## config.mk

```make
export PLATFORM = sky130hd
export DESIGN_NAME = crlf_strip_utf8_transcoder
export DESIGN_NICKNAME = d
export VERILOG_FILES = /design/src/rtl/crlfu8_pkg.sv /design/src/rtl/crlf_strip_utf8_transcoder.sv /design/src/rtl/crlfu8_decode.sv /design/src/rtl/crlfu8_burst.sv
export SDC_FILE = /design/constraint.sdc
export NUM_CORES = 1
export LEC_CHECK = 0
export BUFFER_PORTS_ARGS = -buffer_cell sky130_fd_sc_hd__buf_2
export CAP_MARGIN = 30
export CORE_MARGIN = 5
export CORE_UTILIZATION = 40
export DETAILED_ROUTE_END_ITERATION = 7
export MAX_ROUTING_LAYER = met4
export PLACE_DENSITY = 0.58
export SLEW_MARGIN = 20
export SYNTH_ARGS = -nofsm -noshare
export SYNTH_HDL_FRONTEND = slang
export SYNTH_SLANG_ARGS = --single-unit
export TNS_END_PERCENT = 30
```

## constraint.sdc

```tcl
create_clock -name clock -period 8.3 [get_ports clock]
set_input_delay 1.245 -clock clock [delete_from_list [all_inputs] [get_ports clock]]
set_output_delay 1.245 -clock clock [all_outputs]
set_load 0.01 [all_outputs]
```

## src/rtl/crlfu8_pkg.sv

```systemverilog
// Shared types and constants for the CR/LF normalising UTF-8 transcoder.
package crlfu8_pkg;

   localparam int unsigned MAX_BYTES = 5;

   localparam logic [2:0] FMT_BYTES   = 3'd0;
   localparam logic [2:0] FMT_UTF16BE = 3'd1;
   localparam logic [2:0] FMT_UTF16LE = 3'd2;
   localparam logic [2:0] FMT_UTF32BE = 3'd3;
   localparam logic [2:0] FMT_UTF32LE = 3'd4;

   localparam logic [7:0] CHAR_CR = 8'd13;
   localparam logic [7:0] CHAR_LF = 8'd10;

   typedef struct packed {
      logic       err;
      logic [7:0] data;
   } entry_type;

   typedef struct packed {
      entry_type [MAX_BYTES-1:0] ent;
      logic [2:0]                cnt;
   } burst_type;

endpackage

```

## src/rtl/crlf_strip_utf8_transcoder.sv

```systemverilog
// Top level of the CR/LF normalising UTF-8 transcoder.
// Each item is decoded in the cycle it is accepted and its bytes (none to five) land in a
// result register that drains one byte per cycle while rsp_tready is high. Items giving
// no byte or one byte stream back to back while the output is not stalled; an item giving
// more bytes holds the input until the single-byte result port has taken its last byte.
// A new item is taken in the same cycle as the last byte of the previous one. A CR
// gives no byte until the next item shows whether an LF follows. The user must write
// input_format through csr_we/csr_wdata only while the block is idle; the block does not enforce it.
module crlf_strip_utf8_transcoder
   import crlfu8_pkg::*;
(
   input  logic        clock,
   input  logic        reset,
   input  logic        csr_we,
   input  logic [2:0]  csr_wdata,
   input  logic        req_tvalid,
   output logic        req_tready,
   input  logic [31:0] req_tdata,   // code_unit
   input  logic        req_tlast,   // end_of_data
   output logic        rsp_tvalid,
   input  logic        rsp_tready,
   output logic [7:0]  rsp_tdata,   // out_byte
   output logic        rsp_tlast,   // last
   output logic        rsp_tuser    // error
);

   logic [2:0] input_format_ff;
   logic       accept;
   burst_type  dec_burst;

   assign accept = req_tvalid && req_tready;

   always_ff @(posedge clock) begin
      if (reset) begin
         input_format_ff <= FMT_BYTES;
      end else if (csr_we) begin
         input_format_ff <= csr_wdata;
      end
   end

   crlfu8_decode u_decode (
      .clock        (clock),
      .reset        (reset),
      .input_format (input_format_ff),
      .accept       (accept),
      .code_unit    (req_tdata),
      .end_of_data  (req_tlast),
      .burst        (dec_burst)
   );

   crlfu8_burst u_burst (
      .clock      (clock),
      .reset      (reset),
      .load       (accept),
      .burst      (dec_burst),
      .load_ready (req_tready),
      .rsp_tvalid (rsp_tvalid),
      .rsp_tready (rsp_tready),
      .rsp_tdata  (rsp_tdata),
      .rsp_tlast  (rsp_tlast),
      .rsp_tuser  (rsp_tuser)
   );

   a_burst_fits: assert property (@(posedge clock) disable iff (reset)
      accept |-> dec_burst.cnt <= 3'd5)
      else $error("byte list overflow");

   a_ready_only_when_drained: assert property (@(posedge clock) disable iff (reset)
      req_tready |-> (!rsp_tvalid || (rsp_tready && rsp_tlast)))
      else $error("input taken while bytes still pending");

   a_error_byte_zero: assert property (@(posedge clock) disable iff (reset)
      (rsp_tvalid && rsp_tuser) |-> rsp_tdata == 8'h00)
      else $error("error item with non-zero byte");

   a_idle_after_reset: assert property (@(posedge clock) disable iff (reset)
      $past(reset) |-> !rsp_tvalid)
      else $error("result valid straight after reset");

endmodule

```

## src/rtl/crlfu8_decode.sv

```systemverilog
// Unit decoder: line-ending and surrogate state, builds the byte list for one item.
module crlfu8_decode
   import crlfu8_pkg::*;
(
   input  logic        clock,
   input  logic        reset,
   input  logic [2:0]  input_format,
   input  logic        accept,
   input  logic [31:0] code_unit,
   input  logic        end_of_data,
   output burst_type   burst
);

   logic       cr_pending_ff, cr_pending_in;
   logic       hs_valid_ff, hs_valid_in;
   logic [9:0] hs_bits_ff, hs_bits_in;

   function automatic burst_type push(burst_type b, logic err, logic [7:0] d);
      burst_type r;
      r = b;
      r.ent[b.cnt] = '{err: err, data: d};
      r.cnt = b.cnt + 3'd1;
      return r;
   endfunction

   always_comb begin
      burst_type   b;
      logic        cr;
      logic        hsv;
      logic [9:0]  hsb;
      logic        drop;
      logic        flush;
      logic        do_err;
      logic        do_char;
      logic        set_hs;
      logic        raw;
      logic [20:0] ch;
      logic [15:0] w;
      logic [31:0] c;

      b       = '0;
      cr      = cr_pending_ff;
      hsv     = hs_valid_ff;
      hsb     = hs_bits_ff;
      drop    = 1'b0;
      flush   = 1'b0;
      do_err  = 1'b0;
      do_char = 1'b0;
      set_hs  = 1'b0;
      raw     = 1'b0;
      ch      = '0;
      w       = (input_format == FMT_UTF16LE) ? {code_unit[7:0], code_unit[15:8]}
                                              : code_unit[15:0];
      c       = (input_format == FMT_UTF32LE) ?
                {code_unit[7:0], code_unit[15:8], code_unit[23:16], code_unit[31:24]}
                : code_unit;

      if (end_of_data) begin
         drop  = 1'b1;
         flush = 1'b1;
      end else if (input_format == FMT_UTF16BE || input_format == FMT_UTF16LE) begin
         if (w inside {[16'hDC00:16'hDFFF]}) begin
            if (hsv) begin
               ch      = 21'h10000 + {1'b0, hsb, w[9:0]};
               hsv     = 1'b0;
               hsb     = '0;
               do_char = 1'b1;
            end else begin
               do_err = 1'b1;
            end
         end else begin
            drop = 1'b1;
            if (w inside {[16'hD800:16'hDBFF]}) begin
               flush  = 1'b1;
               set_hs = 1'b1;
            end else begin
               ch      = {5'd0, w};
               do_char = 1'b1;
            end
         end
      end else if (input_format == FMT_UTF32BE || input_format == FMT_UTF32LE) begin
         drop = 1'b1;
         if (c > 32'h0010_FFFF || (c inside {[32'hD800:32'hDFFF]})) begin
            do_err = 1'b1;
         end else begin
            ch      = c[20:0];
            do_char = 1'b1;
         end
      end else begin
         drop    = 1'b1;
         raw     = 1'b1;
         ch      = {13'd0, code_unit[7:0]};
         do_char = 1'b1;
      end

      // unpaired high surrogate
      if (drop && hsv) begin
         if (cr) begin
            b  = push(b, 1'b0, CHAR_LF);
            cr = 1'b0;
         end
         b   = push(b, 1'b1, 8'h00);
         hsv = 1'b0;
         hsb = '0;
      end

      if ((flush || do_err) && cr) begin
         b  = push(b, 1'b0, CHAR_LF);
         cr = 1'b0;
      end

      if (do_err) begin
         b = push(b, 1'b1, 8'h00);
      end

      if (set_hs) begin
         hsv = 1'b1;
         hsb = w[9:0];
      end

      if (do_char) begin
         if (cr) begin
            b  = push(b, 1'b0, CHAR_LF);
            cr = 1'b0;
            if (ch == {13'd0, CHAR_LF}) begin
               do_char = 1'b0;
            end
         end
         if (do_char && ch == {13'd0, CHAR_CR}) begin
            cr      = 1'b1;
            do_char = 1'b0;
         end
         if (do_char) begin
            if (raw || ch < 21'h80) begin
               b = push(b, 1'b0, ch[7:0]);
            end else if (ch < 21'h800) begin
               b = push(b, 1'b0, {3'b110, ch[10:6]});
               b = push(b, 1'b0, {2'b10, ch[5:0]});
            end else if (ch < 21'h10000) begin
               b = push(b, 1'b0, {4'b1110, ch[15:12]});
               b = push(b, 1'b0, {2'b10, ch[11:6]});
               b = push(b, 1'b0, {2'b10, ch[5:0]});
            end else begin
               b = push(b, 1'b0, {5'b11110, ch[20:18]});
               b = push(b, 1'b0, {2'b10, ch[17:12]});
               b = push(b, 1'b0, {2'b10, ch[11:6]});
               b = push(b, 1'b0, {2'b10, ch[5:0]});
            end
         end
      end

      burst         = b;
      cr_pending_in = cr;
      hs_valid_in   = hsv;
      hs_bits_in    = hsb;
   end

   always_ff @(posedge clock) begin
      if (reset) begin
         cr_pending_ff <= 1'b0;
         hs_valid_ff   <= 1'b0;
         hs_bits_ff    <= '0;
      end else if (accept) begin
         cr_pending_ff <= cr_pending_in;
         hs_valid_ff   <= hs_valid_in;
         hs_bits_ff    <= hs_bits_in;
      end
   end

endmodule

```

## src/rtl/crlfu8_burst.sv

```systemverilog
// Result register: holds one item's byte list and hands it out a byte per cycle while rsp_tready is high.
module crlfu8_burst
   import crlfu8_pkg::*;
(
   input  logic       clock,
   input  logic       reset,
   input  logic       load,
   input  burst_type  burst,
   output logic       load_ready,
   output logic       rsp_tvalid,
   input  logic       rsp_tready,
   output logic [7:0] rsp_tdata,
   output logic       rsp_tlast,
   output logic       rsp_tuser
);

   entry_type [MAX_BYTES-1:0] ent_ff;
   logic [2:0]                cnt_ff;
   logic [2:0]                idx_ff, idx_in;
   logic                      last_byte;
   logic                      done;

   assign rsp_tvalid = (idx_ff != cnt_ff);
   assign last_byte  = (idx_ff == cnt_ff - 3'd1);
   assign done       = rsp_tvalid && rsp_tready && last_byte;
   assign load_ready = !rsp_tvalid || done;
   assign idx_in     = (rsp_tvalid && rsp_tready) ? idx_ff + 3'd1 : idx_ff;

   assign rsp_tdata = ent_ff[idx_ff].data;
   assign rsp_tuser = ent_ff[idx_ff].err;
   assign rsp_tlast = last_byte;

   always_ff @(posedge clock) begin
      if (reset) begin
         cnt_ff <= '0;
         idx_ff <= '0;
      end else if (load) begin
         cnt_ff <= burst.cnt;
         idx_ff <= '0;
      end else begin
         idx_ff <= idx_in;
      end
   end

   always_ff @(posedge clock) begin
      if (load) begin
         ent_ff <= burst.ent;
      end
   end

endmodule
```

Yosys cells after proc, flatten, opt, wreduce, memory -nomap -nowiden
Cells that the tools add are included.
{"block": "totals", "reg_bits": 66, "output_inout_bits": 12, "word_cells": 197, "inputBits": 41}
{"block": "op_classes", "magnitude_cmp": 27, "n_eq_ne": 9, "muxes": 93, "reduce_logical": 29, "bitwise_logic": 12, "add_sub_neg": 11}
{"cell": "2-to-1 mux 48 bit", "n": 11}
{"cell": "bitwise mux 45 bit", "n": 10}
{"cell": "demux 9 bit (select 3 bit)", "n": 8}
{"cell": "2-to-1 mux 21 bit", "n": 6}
{"cell": "2-to-1 mux 9 bit", "n": 9}
{"cell": "bitwise AND 40 bit", "n": 2}
{"cell": "NOT 40 bit", "n": 2}
{"cell": "bitwise AND 35 bit", "n": 2}
{"cell": "NOT 35 bit", "n": 2}
{"cell": "2-to-1 mux 10 bit", "n": 6}
{"cell": "equality test 21 x 4 -> 1 bit, second input constant", "n": 2}
{"cell": "2-to-1 mux 1 bit", "n": 38}
{"cell": "< comparator 3 x 4 -> 1 bit, second input constant", "n": 9}
{"cell": "greater-or-equal comparator 16 bit, second input constant", "n": 2}
{"cell": "greater-or-equal comparator 32 x 16 -> 1 bit, second input constant", "n": 1}
{"cell": "> comparator 32 x 21 -> 1 bit, second input constant", "n": 1}
{"cell": "<= comparator 16 bit, second input constant", "n": 2}
{"cell": "<= comparator 32 x 16 -> 1 bit, second input constant", "n": 1}
{"cell": "2-to-1 mux 16 bit", "n": 2}
{"cell": "2-to-1 mux 32 bit", "n": 1}
{"cell": "adder 3 x 1 -> 3 bit, second input constant", "n": 9}
{"cell": "binary-select mux 9 bit (select 3 bit)", "n": 1}
{"cell": "greater-or-equal comparator 3 x 1 -> 1 bit, second input constant", "n": 8}
{"cell": "adder 17 x 20 -> 21 bit, first input constant", "n": 1}
{"cell": "19 further kinds", "n": 45}

Longest topological paths before layout
{"block": "depth", "depth_word": 51, "ltp_mapped": 29}

Cells and area by module
A second synthesis with hierarchy kept.
{"block": "unflattened", "hier_cells": 1048, "hier_area_um2": 8454.4}
{"mod": "crlfu8_decode", "cells_per_inst": 916, "area_each_um2": 6178.4, "instances": 1}
{"mod": "crlfu8_burst", "cells_per_inst": 122, "area_each_um2": 2168.3, "instances": 1}
{"mod": "crlf_strip_utf8_transcoder", "cells_per_inst": 10, "area_each_um2": 107.6, "instances": 1}

Worst setup path after synthesis
OpenSTA, ideal clock, no wires.
{"block": "synth_timing", "kind": "input-to-reg", "start": "input req_tdata[19]", "end": "register u_burst.ent_ff[8] (netlist bit), data pin", "setup_slack_ns": 1.596, "arrival_time_ns": 6.424, "path_stages": 24, "setup_ns": 0.280, "required_time_ns": 8.020, "n_path_buf": 4, "path_cell_list": "or4_1 -> or4_1 -> a21oi_1 -> o21ai_1 -> and3_1 -> clkbuf_1 -> nor3_1 -> ha_1 -> ha_1 -> nand2_1 -> o21ai_0 -> ha_1 -> a21oi_1 -> mux2i_1 -> ha_1 -> clkbuf_1 -> inv_1 -> a21o_1 -> buf_2 -> or3_1 -> clkbuf_1 -> and3_1 -> o21ai_1 -> a221oi_1"}
{"element": "start, declared", "line": "crlf_strip_utf8_transcoder.sv:18", "source": "input logic [31:0] req_tdata,"}
{"element": "end signal, assigned", "line": "crlfu8_burst.sv:47", "source": "ent_ff <= burst.ent;"}
{"element": "end, declared", "line": "crlfu8_burst.sv:17", "source": "entry_type [MAX_BYTES-1:0] ent_ff;"}

Worst setup path after layout
{"block": "layout_timing", "start": "input req_tdata[19]", "end": "register u_burst.ent_ff[9] (netlist bit), data pin"}
{"block": "layout_between", "elab_chain_cells": 30, "word_cells_on_any_way": 91, "cone_classes": "add/sub: 5; order compare: 18; eq/ne: 2; mux: 50; bitwise: 4; reduce/logical: 12"}
{"element": "2-to-1 mux 32 bit (*)", "line": "crlfu8_decode.sv:54", "source": "c = (input_format == FMT_UTF32LE) ?"}
{"element": "branches (longest 28 deep; another with greater-or-equal comparator 32 x 16 -> 1 bit)"}
{"element": "2-to-1 mux 48 bit (*)", "line": "crlfu8_decode.sv:121", "source": "if (do_char) begin"}
Every way passes the cells marked *. The select of a mux whose other input is x is not followed.
A chain may end at the register's enable or synchronous reset.

==> run summary <==
RUN STATUS
------------------------------------------------------------------------------------------------------
Outcome                                                                                      completed

DETAILED ROUTING
------------------------------------------------------------------------------------------------------
Number of detailed-route iterations in the first pass                                                6
Routed metal-1 wire length                                                                    12.40 mm
Count of nets left with antenna violations after detail routing                                      0
Total wire length after detailed routing                                                      30.74 mm
Residual DRC count                                                                                   0
Routed vias/inst                                                                                 6.927
Initial detailed-routing violation count                                                          1073
Routed wire length on met2                                                                    13.18 mm
Top layer used by detailed routing                                                                met4
Via count                                                                                         8707
WL/cell                                                                                       24.45 um
Wire length on met3                                                                           3.120 mm

POWER AND IR DROP
------------------------------------------------------------------------------------------------------
Total design power                                                                          0.001559 W
Clock network fraction of design power                                                           22.4%
Total power divided by cell area                                                          190.6 nW/um2
Int Power                                                                                  0.0009362 W
Switching share of power                                                                        39.97%
Logic gate share of total power                                                                  42.3%
Switching power                                                                            0.0006233 W
Maximum ir drop on the vdd rail                                                               115.8 uV
Sequential cell fraction of total power                                                          35.3%
P_leak                                                                                        2.748 nW

SYNTH
------------------------------------------------------------------------------------------------------
Distinct cells, synth                                                                               87
Fraction of registers with async set or reset after synthesis                                       0%
Post-synth top area cell                                                                  sky130_fd_sc_hd__edfxtp_1
Post-synthesis register bit count                                                                   66
Netlist area before placement                                                                 7493 um2
Cells taking the most area after synthesis                                                sky130_fd_sc_hd__edfxtp_1, sky130_fd_sc_hd__nand2_1, sky130_fd_sc_hd__a21oi_1
Post-Syn Nets                                                                                     1059
Cells after synthesis                                                                             1008
Area share of the leading cell type in the synthesized netlist                                  18.03%
Yosys warnings                                                                                       0
Top flip-flop cell by instance count after synthesis                                      sky130_fd_sc_hd__edfxtp_1
Mean Syn Cell Area                                                                           7.434 um2
EDFF count, synth                                                                                   45
Register area share after synthesis                                                             23.64%

WORST SETUP PATH
------------------------------------------------------------------------------------------------------
Cell breakdown of the critical path                                                       buf_2 -> or4_1 -> or4_1 -> a21oi_1 -> o21ai_1 -> and3_1 -> nor3_1 -> ha_1 -> ha_1 -> nand2_1 -> o21ai_0 -> ha_1 -> a21oi_1 -> mux2i_1 -> ha_1 -> and2_1 -> o211ai_1 -> a21boi_1 -> o21ai_1 -> a21oi_1 -> a21oi_1 -> o32ai_1
Largest driver fanout on the critical path                                                          11
Critical path type                                                                              in2reg
CP Launch Type                                                                               input pin
Critical path data arrival time                                                                7.73 ns
Highest-delay cell along the critical path                                                sky130_fd_sc_hd__a21boi_1
Highest cell delay on the worst timing path                                                    0.89 ns
Required time of the critical path                                                             8.42 ns
Worst Setup End Kind                                                                         flip-flop

FLOORPLANNING
------------------------------------------------------------------------------------------------------
Die Y                                                                                         146.9 um
Core area                                                                                    18580 um2
Floorplan die width                                                                           146.9 um
Overall die area                                                                             21570 um2
Number of placement rows                                                                            50
Top-level port count                                                                                53
Effective utilization at floorplan                                                              40.33%

GLOBAL ROUTING
------------------------------------------------------------------------------------------------------
Overflow after GRT                                                                                   0
Wire length of the first global-routing pass                                                  46.85 mm
Total track usage                                                                               28.42%
Largest net degree at the start of global routing                                                   59
Antenna violations before repair                                                                     0
Number of global-route vias before repair                                                         8025

TIMING
------------------------------------------------------------------------------------------------------
Setup TNS                                                                                         0 ns
Tcrit/Tclk final                                                                                91.67%
RSZ-0062 raised after global routing                                                                no
Max-slew violation count                                                                             0
Worst clock skew                                                                            0.01024 ns
Clock period minus final worst setup slack                                                    7.608 ns
Final hold violation count                                                                           0
FMAX                                                                                         131.4 MHz
Transition time of the tightest slew-check pin                                                1.040 ns
Worst-case setup margin in the final layout                                                  0.6916 ns
Setup-failing EPs final                                                                              0
Remaining max-slew budget at the tightest pin                                                   30.15%

PLACEMENT
------------------------------------------------------------------------------------------------------
Cell Count Post-Placement                                                                         1239
Detail Placement HPWL                                                                         22.63 mm
Minimum setup slack after placement                                                          0.4623 ns
Number of buffers added on ports                                                                    52
Routability congestion estimate from global placement                                            1.071

CTS
------------------------------------------------------------------------------------------------------
Number of sinks handled by clock tree synthesis                                                     66
Number of buffers inserted by post-CTS setup repair                                                  0
Clk Tree Root Cell                                                                        sky130_fd_sc_hd__clkbuf_16
Clock buffers created by TritonCTS                                                                   9
Number of buffers inserted for hold repair after clock tree synthesis                                0
Post_cts resized                                                                                     0
Clock transition at the register clock pins on the worst setup and hold paths after CTS        0.06 ns
Clock latency at the later pin of the worst-skew pair                                          0.35 ns
CTS Buffer Depth                                                                                     2
Clock tree from TritonCTS                                                                         done
Number of H-tree levels                                                                              3

CELLS AND AREA
------------------------------------------------------------------------------------------------------
# diodes                                                                                             0
Commonest cells after routing, fill and taps aside                                        sky130_fd_sc_hd__nand2_1, sky130_fd_sc_hd__a21oi_1, sky130_fd_sc_hd__nor2_1, sky130_fd_sc_hd__o21ai_0, sky130_fd_sc_hd__buf_2
Share of final-layout standard cells stronger than drive strength 1                             13.98%
Layout Nets                                                                                       1069
Syn-to-layout area delta                                                                        9.167%
Number of non-filler instances in the completed layout                                            1257
Number of fill cells in the layout                                                                1934
Most common cell after layout, fill and taps aside                                        sky130_fd_sc_hd__nand2_1

HOLD PATH
------------------------------------------------------------------------------------------------------
Worst min path class                                                                           reg2reg

JOB
------------------------------------------------------------------------------------------------------
Max cap viols                                                                                        0

==> worst paths after layout <==
check                              start  slack (ns)  cells after the start                     end
setup / recovery           req_tdata[19]        0.69                     22       u_burst.ent_ff[9]
hold / removal    u_decode.hs_bits_ff[0]        0.46                      2  u_decode.hs_bits_ff[0]
setup reg to reg      input_format_ff[0]        0.87                     21       u_burst.ent_ff[9]
hold reg to reg   u_decode.hs_bits_ff[0]        0.46                      2  u_decode.hs_bits_ff[0]
==> metal layers <==
| layer | global-route usage (%) | up-vias |
|---|---|---|
| met4 | 15.57 | 0 |
| met3 | 5.213 | 146 |
| met5 | - | - |
| li1 | - | 3913 |
| met1 | 36.55 | 4009 |
| met2 | 42.24 | 639 |
==> worst max-delay path: cells and delay by family <==
kind	cells	cell delay (ns)
AOI/OAI and AO/OA	10	2.61
and+or+nand+nor	6	1.85
adders and majority gates	4	1.47
muxes	1	0.42
buffers and inverters	1	0.12
==> logic make-up (layout without fill, tap and decap cells) <==
family	after synthesis	after routing	synth area share [%]
compound gates	416	416	37.84
simple gates	355	355	22.81
buf+inv	110	125	6.111
flops	66	66	23.64
mux	30	30	5.527
xor+xnor	19	19	2.221
fa+ha+maj	11	11	1.803
other cells	1	1	0.05004
==> Yosys cell counts, types with 21 or more instances <==
| cell | n |
|---|---|
| sky130_fd_sc_hd__nand2_1 | 133 |
| sky130_fd_sc_hd__a21oi_1 | 90 |
| sky130_fd_sc_hd__nor2_1 | 85 |
| sky130_fd_sc_hd__o21ai_0 | 74 |
| sky130_fd_sc_hd__clkbuf_1 | 51 |
| sky130_fd_sc_hd__edfxtp_1 | 45 |
| sky130_fd_sc_hd__o22ai_1 | 45 |
| sky130_fd_sc_hd__inv_1 | 29 |
| sky130_fd_sc_hd__nor3_1 | 25 |
| sky130_fd_sc_hd__o221ai_1 | 24 |
| sky130_fd_sc_hd__buf_2 | 21 |
| sky130_fd_sc_hd__dfxtp_1 | 21 |
| sky130_fd_sc_hd__o211ai_1 | 21 |
==> layout make-up <==
type | instances | area (um2) | area share, %
multi-input combinational | 832 | 5279 | 64.53
sequential | 66 | 1772 | 21.66
timing repair buffer | 80 | 465.4 | 5.690
tap | 234 | 292.8 | 3.579
clock buffer | 10 | 229.0 | 2.799
inverter | 29 | 108.9 | 1.331
clock inverter | 6 | 33.78 | 0.4130
==> registers in the layout, indices dropped and copies added (netlist names) <==
name and cells:
u_burst.ent_ff 45, u_decode.hs_bits_ff 10, input_format_ff 3, u_burst.cnt_ff 3, u_burst.idx_ff 3, u_decode.cr_pending_ff 1, u_decode.hs_valid_ff 1
==> power by group through the flow <==
stage | Sequential (W) | Combinational (W) | Clock, W
final | 0.000551 | 0.000659 | 0.000349
after global routing | 0.000563 | 0.000712 | 0.000372
after CTS | 0.000552 | 0.000654 | 0.000355
after detailed placement | 0.000558 | 0.000653 | 0
after global placement | 0.000556 | 0.000651 | 0
after floorplan | 0.000535 | 0.000449 | 0
==> through the flow <==
step / area, um2 / utilization, % / hold slack [ns]
after CTS: 8168 / 43.96 / 0.4626
after detailed placement: 7905 / 42.55 / 0.4483
final: 8180 / 44.03 / 0.4605
after global placement: 7885 / 42.44 / 0.4390
after floorplan: 7493 / - / 0.4254
after global routing: 8180 / 44.03 / 0.5023
Power figures use the tool's default switching activity.
